--- src/rtl/acef_pkg.sv ---
`timescale 1ns / 1ps
// ----------------------------------------------------------------------------
// acef_pkg
// Shared constants, types and per-byte escape helpers for the cursor
// escape filter.
// ----------------------------------------------------------------------------
package acef_pkg;

  localparam logic [7:0] CH_GT     = 8'h3E;
  localparam logic [7:0] CH_LT     = 8'h3C;
  localparam logic [7:0] CH_ESC    = 8'h1B;
  localparam logic [7:0] CH_LBRKT  = 8'h5B;
  localparam logic [7:0] CH_SEMI   = 8'h3B;
  localparam logic [7:0] CH_ZERO   = 8'h30;
  localparam logic [7:0] CH_NINE   = 8'h39;

  localparam logic [7:0] FILL_RST  = 8'h20;
  localparam logic [7:0] SMASH_RST = 8'h2D;

  localparam int unsigned CFG_IDX_W = 2;
  localparam logic [CFG_IDX_W-1:0] CFG_FILL  = 2'd0;
  localparam logic [CFG_IDX_W-1:0] CFG_SMASH = 2'd1;

  // output queue
  localparam int unsigned FIFO_DEPTH = 8;
  localparam int unsigned FIFO_PTR_W = $clog2(FIFO_DEPTH);
  localparam int unsigned FIFO_CNT_W = $clog2(FIFO_DEPTH + 1);
  localparam int unsigned MAX_RES    = 3;

  typedef enum logic [1:0] {
    PH_TEXT  = 2'd0,
    PH_ESC   = 2'd1,
    PH_PARAM = 2'd2
  } phase_t;

  function automatic logic is_param(input logic [7:0] b);
    return (b == CH_SEMI) || ((b >= CH_ZERO) && (b <= CH_NINE));
  endfunction

  function automatic logic is_command(input logic [7:0] b);
    return (b == "A") || (b == "B") || (b == "C") || (b == "D") || (b == "H") ||
           (b == "J") || (b == "K") || (b == "s") || (b == "u");
  endfunction

  function automatic phase_t esc_next(input phase_t ph, input logic [7:0] b);
    phase_t nxt;
    nxt = PH_TEXT;
    unique case (ph)
      PH_ESC: begin
        if (b == CH_LBRKT) nxt = PH_PARAM;
        else if (b == CH_ESC) nxt = PH_ESC;
        else nxt = PH_TEXT;
      end
      PH_PARAM: begin
        nxt = is_param(b) ? PH_PARAM : PH_TEXT;
      end
      default: begin
        nxt = (b == CH_ESC) ? PH_ESC : PH_TEXT;
      end
    endcase
    return nxt;
  endfunction

  function automatic logic [7:0] esc_out(input phase_t ph, input logic [7:0] b,
                                         input logic [7:0] fill);
    logic [7:0] o;
    o = b;
    if ((ph == PH_PARAM) && !is_param(b) && is_command(b)) o = fill;
    return o;
  endfunction

endpackage

--- src/rtl/ansi_cursor_escape_filter_top.sv ---
`timescale 1ns / 1ps
// ----------------------------------------------------------------------------
// ansi_cursor_escape_filter_top
// Byte stream filter: ">>" becomes ESC '[', "<<" becomes two smash bytes,
// and cursor/erase final bytes of ESC '[' sequences become the fill byte.
// ----------------------------------------------------------------------------
// channel | direction | handshake             | payload
// in      | input     | in_valid / in_stall   | in_byte, in_last
// out     | output    | out_valid / out_stall | out_byte, out_last
// cfg     | input     | cfg_valid / cfg_ready | cfg_index, cfg_data
//
// one input byte per cycle: a registered byte is filtered in one pass and
// its 0..3 results are written into an 8-entry output queue in the same cycle.
// the input register drains only when the queue has room for three results, so
// the queue read port (one result per cycle while out_stall is low) sets the
// sustained rate. reset (synchronous, rst_n low) empties the queue and clears
// all held state; cfg_ready is always high.
// ----------------------------------------------------------------------------
module ansi_cursor_escape_filter_top
  import acef_pkg::*;
(
  input  logic                 clk,
  input  logic                 rst_n,
  input  logic                 in_valid,
  output logic                 in_stall,
  input  logic [7:0]           in_byte,
  input  logic                 in_last,
  output logic                 out_valid,
  input  logic                 out_stall,
  output logic [7:0]           out_byte,
  output logic                 out_last,
  input  logic                 cfg_valid,
  output logic                 cfg_ready,
  input  logic [CFG_IDX_W-1:0] cfg_index,
  input  logic [7:0]           cfg_data
);

  logic [7:0] fill_r, smash_r;

  logic       in_vld_r, in_vld_nxt;
  logic [7:0] in_byte_r;
  logic       in_last_r;

  logic   held_gt_r, held_gt_nxt;
  logic   held_lt_r, held_lt_nxt;
  phase_t phase_r, phase_nxt;

  logic [8:0]            fifo_mem [FIFO_DEPTH];
  logic [FIFO_PTR_W-1:0] wr_ptr_r, rd_ptr_r;
  logic [FIFO_CNT_W-1:0] fifo_cnt_r, fifo_cnt_nxt;

  logic proc, pop;

  // front stages
  logic [7:0] t_byte [2];
  logic [1:0] t_n;
  logic [7:0] e_byte [MAX_RES];
  logic [1:0] e_n;
  logic [1:0] push_n;

  // escape stage
  phase_t     e_ph [MAX_RES];
  phase_t     ph_end;
  logic [7:0] o_byte [MAX_RES];
  logic       o_last [MAX_RES];

  assign cfg_ready = 1'b1;

  assign proc     = in_vld_r && (fifo_cnt_r <= FIFO_CNT_W'(FIFO_DEPTH - MAX_RES));
  assign in_stall = in_vld_r && !proc;
  assign pop      = out_valid && !out_stall;
  assign push_n   = proc ? e_n : 2'd0;

  assign out_valid = (fifo_cnt_r != '0);
  assign out_byte  = fifo_mem[rd_ptr_r][7:0];
  assign out_last  = fifo_mem[rd_ptr_r][8];

  always_comb begin
    in_vld_nxt = in_vld_r;
    if (in_valid && !in_stall) in_vld_nxt = 1'b1;
    else if (proc) in_vld_nxt = 1'b0;
  end

  // pair translation and pair smash
  always_comb begin
    t_byte[0]   = in_byte_r;
    t_byte[1]   = in_byte_r;
    t_n         = 2'd0;
    held_gt_nxt = held_gt_r;
    if (held_gt_r) begin
      held_gt_nxt = 1'b0;
      if (in_byte_r == CH_GT) begin
        t_byte[0] = CH_ESC;
        t_byte[1] = CH_LBRKT;
        t_n       = 2'd2;
      end else begin
        t_byte[0] = CH_GT;
        t_byte[1] = in_byte_r;
        t_n       = 2'd2;
      end
    end else if (in_byte_r == CH_GT) begin
      held_gt_nxt = 1'b1;
    end else begin
      t_byte[0] = in_byte_r;
      t_n       = 2'd1;
    end
    // end of string flushes a held '>'
    if (in_last_r && held_gt_nxt) begin
      held_gt_nxt    = 1'b0;
      t_byte[t_n[0]] = CH_GT;
      t_n            = t_n + 2'd1;
    end

    for (int i = 0; i < MAX_RES; i++) e_byte[i] = CH_LT;
    e_n         = 2'd0;
    held_lt_nxt = held_lt_r;
    for (int k = 0; k < 2; k++) begin
      if (2'(k) < t_n) begin
        if (held_lt_nxt) begin
          held_lt_nxt = 1'b0;
          if (t_byte[k] == CH_LT) begin
            if (e_n != 2'd3) begin e_byte[e_n] = smash_r; e_n = e_n + 2'd1; end
            if (e_n != 2'd3) begin e_byte[e_n] = smash_r; e_n = e_n + 2'd1; end
          end else begin
            if (e_n != 2'd3) begin e_byte[e_n] = CH_LT; e_n = e_n + 2'd1; end
            if (e_n != 2'd3) begin e_byte[e_n] = t_byte[k]; e_n = e_n + 2'd1; end
          end
        end else if (t_byte[k] == CH_LT) begin
          held_lt_nxt = 1'b1;
        end else begin
          if (e_n != 2'd3) begin e_byte[e_n] = t_byte[k]; e_n = e_n + 2'd1; end
        end
      end
    end
    if (in_last_r && held_lt_nxt) begin
      held_lt_nxt = 1'b0;
      if (e_n != 2'd3) begin e_byte[e_n] = CH_LT; e_n = e_n + 2'd1; end
    end
  end

  // escape phase: next state
  always_comb begin
    ph_end = phase_r;
    for (int k = 0; k < MAX_RES; k++) begin
      e_ph[k] = ph_end;
      if (2'(k) < e_n) ph_end = esc_next(ph_end, e_byte[k]);
    end
    phase_nxt = in_last_r ? PH_TEXT : ph_end;
  end

  // escape phase: outputs
  always_comb begin
    for (int k = 0; k < MAX_RES; k++) begin
      o_byte[k] = esc_out(e_ph[k], e_byte[k], fill_r);
      o_last[k] = in_last_r && (2'(k) == (e_n - 2'd1));
    end
  end

  always_comb begin
    fifo_cnt_nxt = fifo_cnt_r + FIFO_CNT_W'(push_n) - FIFO_CNT_W'(pop);
  end

  always_ff @(posedge clk) begin
    if (!rst_n) begin
      fill_r     <= FILL_RST;
      smash_r    <= SMASH_RST;
      in_vld_r   <= 1'b0;
      held_gt_r  <= 1'b0;
      held_lt_r  <= 1'b0;
      phase_r    <= PH_TEXT;
      wr_ptr_r   <= '0;
      rd_ptr_r   <= '0;
      fifo_cnt_r <= '0;
    end else begin
      if (cfg_valid && cfg_ready) begin
        if (cfg_index == CFG_FILL) fill_r <= cfg_data;
        else if (cfg_index == CFG_SMASH) smash_r <= cfg_data;
      end
      in_vld_r <= in_vld_nxt;
      if (proc) begin
        held_gt_r <= held_gt_nxt;
        held_lt_r <= held_lt_nxt;
        phase_r   <= phase_nxt;
      end
      wr_ptr_r   <= wr_ptr_r + FIFO_PTR_W'(push_n);
      if (pop) rd_ptr_r <= rd_ptr_r + 1'b1;
      fifo_cnt_r <= fifo_cnt_nxt;
    end
  end

  always_ff @(posedge clk) begin
    if (in_valid && !in_stall) begin
      in_byte_r <= in_byte;
      in_last_r <= in_last;
    end
  end

  always_ff @(posedge clk) begin
    for (int k = 0; k < MAX_RES; k++) begin
      if (2'(k) < push_n) fifo_mem[wr_ptr_r + FIFO_PTR_W'(k)] <= {o_last[k], o_byte[k]};
    end
  end

`ifndef SYNTHESIS
  a_cnt_bound: assert property (@(posedge clk) disable iff (!rst_n)
    fifo_cnt_r <= FIFO_CNT_W'(FIFO_DEPTH))
    else $error("output queue overflow");

  a_hold_full: assert property (@(posedge clk) disable iff (!rst_n)
    in_stall |=> in_vld_r)
    else $error("stalled input register lost its byte");

  a_last_clears: assert property (@(posedge clk) disable iff (!rst_n)
    (proc && in_last_r) |=> (!held_gt_r && !held_lt_r && phase_r == PH_TEXT))
    else $error("state not cleared at end of string");

  a_push_room: assert property (@(posedge clk) disable iff (!rst_n)
    proc |-> (fifo_cnt_r + FIFO_CNT_W'(push_n) <= FIFO_CNT_W'(FIFO_DEPTH)))
    else $error("push without room in output queue");
`endif

endmodule

--- config.mk ---
export PLATFORM = sky130hd
export DESIGN_NAME = ansi_cursor_escape_filter_top
export DESIGN_NICKNAME = d
export VERILOG_FILES = /design/src/rtl/acef_pkg.sv /design/src/rtl/ansi_cursor_escape_filter_top.sv
export SDC_FILE = /design/constraint.sdc
export NUM_CORES = 1
export LEC_CHECK = 0
export ABC_AREA = 0
export BUFFER_PORTS_ARGS = -buffer_cell sky130_fd_sc_hd__buf_2
export CORE_MARGIN = 2
export CORE_UTILIZATION = 50
export DETAILED_ROUTE_END_ITERATION = 10
export PLACE_DENSITY = 0.7
export SYNTH_ARGS = -nofsm -noshare
export SYNTH_HDL_FRONTEND = slang
export SYNTH_SLANG_ARGS = --single-unit
--- constraint.sdc ---
create_clock -name clk -period 5.5 [get_ports clk]
set_clock_uncertainty 0.2 [all_clocks]
set_input_delay 0.55 -clock clk [delete_from_list [all_inputs] [get_ports clk]]
set_output_delay 0.55 -clock clk [all_outputs]
set_load 0.01 [all_outputs]
After elaboration in Yosys (flattened, before gate mapping)
Memories as Yosys holds them, arrays and structs flattened. A register that Yosys moved wholly into a read port is not among the register bits.
Cells that the tools add are included.
W data, S select, Z words.
{"block": "totals", "reg_bits": 40, "n_memories": 1, "inputBits": 24, "mem_bits_rw": 72, "word_cells": 314}
{"block": "classes", "addsub": 14, "n_bitwise": 17, "mux": 124, "eq_ne": 54, "reduce_logical": 64, "order_cmp": 29}
{"memory": "fifo_mem", "words": 8, "width": 9, "read_ports": 1, "rd_clocked_by_memory_dff": 1, "wr": 3, "line": "ansi_cursor_escape_filter_top.sv:48", "rtl": "logic [8:0] fifo_mem [FIFO_DEPTH];"}
{"cell": "$mux W24", "count": 21}
{"cell": "$eq A8 B7 Y1 const B", "count": 30}
{"cell": "$mux W8", "count": 20}
{"cell": "$bwmux W24", "count": 6}
{"cell": "$demux W8 S2", "count": 6}
{"cell": "$mux W2", "count": 39}
{"cell": "$eq A8 B6 Y1 const B", "count": 6}
{"cell": "$mux W16", "count": 2}
{"cell": "$logic_or A1 B1 Y1", "count": 27}
{"cell": "$logic_and A1 B1 Y1", "count": 25}
{"cell": "$and A12 B12 Y12", "count": 2}
{"cell": "$eq A8 B5 Y1 const B", "count": 3}
{"cell": "$ge A8 B6 Y1 const B", "count": 3}
{"cell": "$le A8 B6 Y1 const B", "count": 3}
{"cell": "$not A12 Y12", "count": 2}
{"cell": "$or A12 B12 Y12", "count": 2}
{"cell": "$mux W1", "count": 23}
{"cell": "$ge A3 B3 Y1 const B", "count": 6}
{"cell": "$lt A3 B1 Y1 const B", "count": 6}
{"cell": "$not A2 Y3", "count": 6}
{"cell": "$add A2 B1 Y2 const B", "count": 7}
{"cell": "$mux W14", "count": 1}
{"cell": "$lt A1 B2 Y1 const A", "count": 6}
{"cell": "$ne A2 B2 Y1 const B", "count": 6}
{"cell": "other kinds (28)", "count": 44}

Logic depth before layout (Yosys ltp)
{"block": "depth", "depth_word": 52, "depth_mapped": 25}

Worst setup path after synthesis
OpenSTA, ideal clock, no wires.
{"block": "synth_path", "kind": "reg-to-reg", "startpoint": "register in_byte_r[7]", "endpoint": "memory fifo_mem[7][2] (data pin)", "n_path_buf": 4, "path_stages_with_launch": 25, "required_ns": 5.015, "t_arrival_ns": 4.903, "period_less_slack_ns": 5.389, "path_slack_ns": 0.111, "path_cell_list": "edfxtp_1 > buf_6 > and4bb_1 > buf_4 > nand3_1 > a2111oi_2 > nor3_1 > nand3_1 > a2111oi_0 > a211oi_1 > inv_1 > ha_1 > clkbuf_1 > a32oi_1 > or3_1 > o21ai_0 > ha_1 > nor3b_1 > a32oi_1 > o32ai_1 > a21oi_1 > nand2b_1 > clkbuf_1 > mux2i_1 > o221ai_1"}
{"item": "from (decl)", "line": "ansi_cursor_escape_filter_top.sv:41", "rtl": "logic [7:0] in_byte_r;"}
{"item": "from (signal assigned)", "line": "ansi_cursor_escape_filter_top.sv:193", "rtl": "in_byte_r <= in_byte;"}
{"item": "to (decl)", "line": "ansi_cursor_escape_filter_top.sv:48"}

==> results.tsv <==
metric	value	unit
Critical Path Most Common Cell	buf_4	
largest net degree at the start of global routing	26	
TritonCTS Buffers	17	
Fmax achieved	190	MHz
Total Power	2.81	mW
Inserted Diodes	0	
WHS Endpoint	in_byte_r[4]$_DFFE_PP_	
wire length per cell	24.5	µm
syn_nets	813	
Post-Synth Adder-Cell Area	3.18	%
Req. time, crit path	5.45	ns
Final Util	61.2	%
routability cong.	0.936	
top cell type's share of synthesized area	32.2	%
Final Cycle Share	95.4	%
layout cells sized above 1	22.7	%
first-pass GRT wire length	38700	µm
maxcap violations	0	
initial antenna violation count	0	
synthesized area	0.00756	mm²
largest area contributor in the netlist	edfxtp_1	
I/O Buffers	34	
H-tree depth	4	
core area	0.0146	mm²
DR pass1 iterations	9	
critical path's slowest cell	edfxtp_1	
Startpoint Class	flip-flop	
post-synthesis xor/xnor area fraction	1.16	%
Hold Vio Cnt, Final	0	
clk_lat worst skew	0.42	ns
simple-gate portion of the synthesized area	18.5	%
#FFs+latches synth	115	
CP arrival	5.20	ns
RR Startpoint	in_byte_r[1]$_DFFE_PP_	
Setup Viol. Count Final	0	
Slew @ Worst Pin	1.28	ns
worst hold stages	1	
Ports	36	
part of the Yosys area used for sequential elements	41.2	%
R2R cell count	21	
Starting DRT DRC Count	1035	
Hold Path Class	input pin to flip-flop	
crit path capture type	flip-flop	
die area	0.0161	mm²
P per Cell Area	314	mW/mm²
Area Growth Syn to Fin	18.6	%
Starting Density	51.6	%
TritonCTS clock tree	built	
Setup CP Type	flip-flop to flip-flop	
maximum VDD drop	0.278	mV
crit-path cells	buf_4, buf_12, nand2b_1, o22ai_1, a22o_1, nand3_1, nor4_2, a211oi_2, ha_1, or3_1, o21ai_0, ha_2, nor3b_4, a32oi_1, o32ai_1, a21oi_1, nand2b_4, buf_4, mux2_2, a2bb2oi_1, o21ai_1	
status	complete, no violations	
Critical Path Fanout Max	18	
DP Wirelength	18400	µm
CTS root buffer	clkbuf_16	
nets	881	
commonest non-fill, non-tap cells in the layout	nand2_1 (117), nor2_1 (83), edfxtp_1 (81)	
Post-synth top flop	edfxtp_1	
max incr delay on CP	0.40	ns
DRT Wirelength	25400	µm
setup TNS	0	ns
drt drc	0	
number of flops mapped to enable cells by yosys	81	
area post-placement	0.00818	mm²
clock sinks	115	
Gate Count Post-Synth	771	
Via density	6.88	
FF-to-FF End	fifo_mem[7][1]$_DFFE_PP_	
Tmin final	5.25	ns
main combinational cell family by area after synthesis	compound AO/OA/AOI/OAI gates	
Overall Global Routing Usage	31.7	%
worst hold slack	0.101	ns
asr flop ratio synth	0	%
FF-to-FF setup slack	0.25	ns
LEAKAGE	3.23	nW
Post-DRT Antenna Nets	0	
# rows	44	
mux share of post-synthesis cell area	10.0	%
HP Start	in_byte[4]	
CTS max path bufs	2	
DR vias	7125	
Ys Warns	0	
die width	127	µm
number of global-route vias before repair	6849	
Compound-Gate Fraction of Synth Area	21.9	%
most common cell after layout, fill and taps aside	nand2_1	
Slew Limit Headroom	14.5	%
top cells by area, synth	edfxtp_1 (32%), dfxtp_1 (9.0%), o221ai_1 (6.7%)	
global route total overflow	0	
synthesized area per cell	9.81	µm²
library cells used by synthesis	87	
Die Ht	127	µm
final slew viol count	0	
Clock transition at path regs	0.05	ns
post-route design area	0.00897	mm²
-- repair_timing --
item	CTS	global route
setup buffers	0	6
hold buffers	0	0
pin swaps	0	7
resized for setup	2	22
endpoints found under the setup margin	1	64
endpoints found under the hold margin	0	0
-- metrics by stage --
stage               instances  worst slack [ns]
global placement          998             0.172
CTS                      1030            0.0462
finish                   1036             0.250
detailed placement        998           0.00880
floorplan                 771             0.111
global route             1036            -0.103
-- worst max-delay path by stage --
stage	end	slack, ns	startpoint	cells after the start
CTS	fifo_mem[7][0]$_DFFE_PP_	0.05	in_byte_r[7]$_DFFE_PP_	19
finish	fifo_mem[7][1]$_DFFE_PP_	0.25	in_byte_r[1]$_DFFE_PP_	21
global route	fifo_mem[7][0]$_DFFE_PP_	-0.10	in_byte_r[4]$_DFFE_PP_	19
global placement	fifo_mem[4][5]$_DFFE_PP_	0.17	in_byte_r[7]$_DFFE_PP_	21
detailed placement	fifo_mem[1][4]$_DFFE_PP_	0.009	in_byte_r[7]$_DFFE_PP_	19
floorplan	fifo_mem[7][2]$_DFFE_PP_	0.11	in_byte_r[7]$_DFFE_PP_	24
-- cells in the mapped netlist, types with 13 or more instances --
library cell,n
nand2_1,117
nand3_1,17
a21oi_1,21
and2_1,13
clkbuf_1,29
mux2_2,13
o21ai_0,14
dfxtp_1,34
nor2_1,83
inv_1,29
mux4_2,18
ha_1,16
mux2i_1,18
edfxtp_1,81
nor3_1,16
o221ai_1,58
-- state kept, by name, summed over array words and instances (netlist names), 2 cells and up, named ones only --
register	cells
fifo_cnt_r	4
smash_r	8
phase_r	2
in_byte_r	8
rd_ptr_r	3
wr_ptr_r	3
fifo_mem	72
fill_r	8
-- critical path, delay by kind of cell (launching register included) --
family          cells  cell delay [ns]
flops               1             0.40
buf+inv             3             0.47
mux                 1             0.35
fa+ha+maj           2             0.57
compound gates      9             1.53
simple gates        6             1.44
-- layout make-up --
cell class / instances / area, µm²
clock buffer: 27 / 567
clock inverter: 5 / 33.8
fill: 1236 / 5680
inverter: 31 / 116
multi-input combinational: 582 / 4290
sequential: 115 / 3110
tap: 184 / 230
timing repair buffer: 92 / 618
-- metal layers --
layer | part of all wire (%) | GRT usage [%] | up-vias
met5 | 0 | 0 | -
met4 | 3.6 | 11.6 | 0
met3 | 12 | 7.62 | 102
met2 | 43 | 47.2 | 513
met1 | 41 | 45.1 | 3394
li1 | - | - | 3116
-- report_power, final --
part	switching [mW]	internal [mW]
Combinational	0.336	0.305
Sequential	0.0602	0.992
Clock	0.414	0.706
-- cell families after synthesis --
kind of cell,Yosys count
flops,115
other cells,1
simple gates,298
fa+ha+maj,18
buf+inv,74
xor+xnor,10
compound gates,204
mux,51
Power figures use the tool's default switching activity.
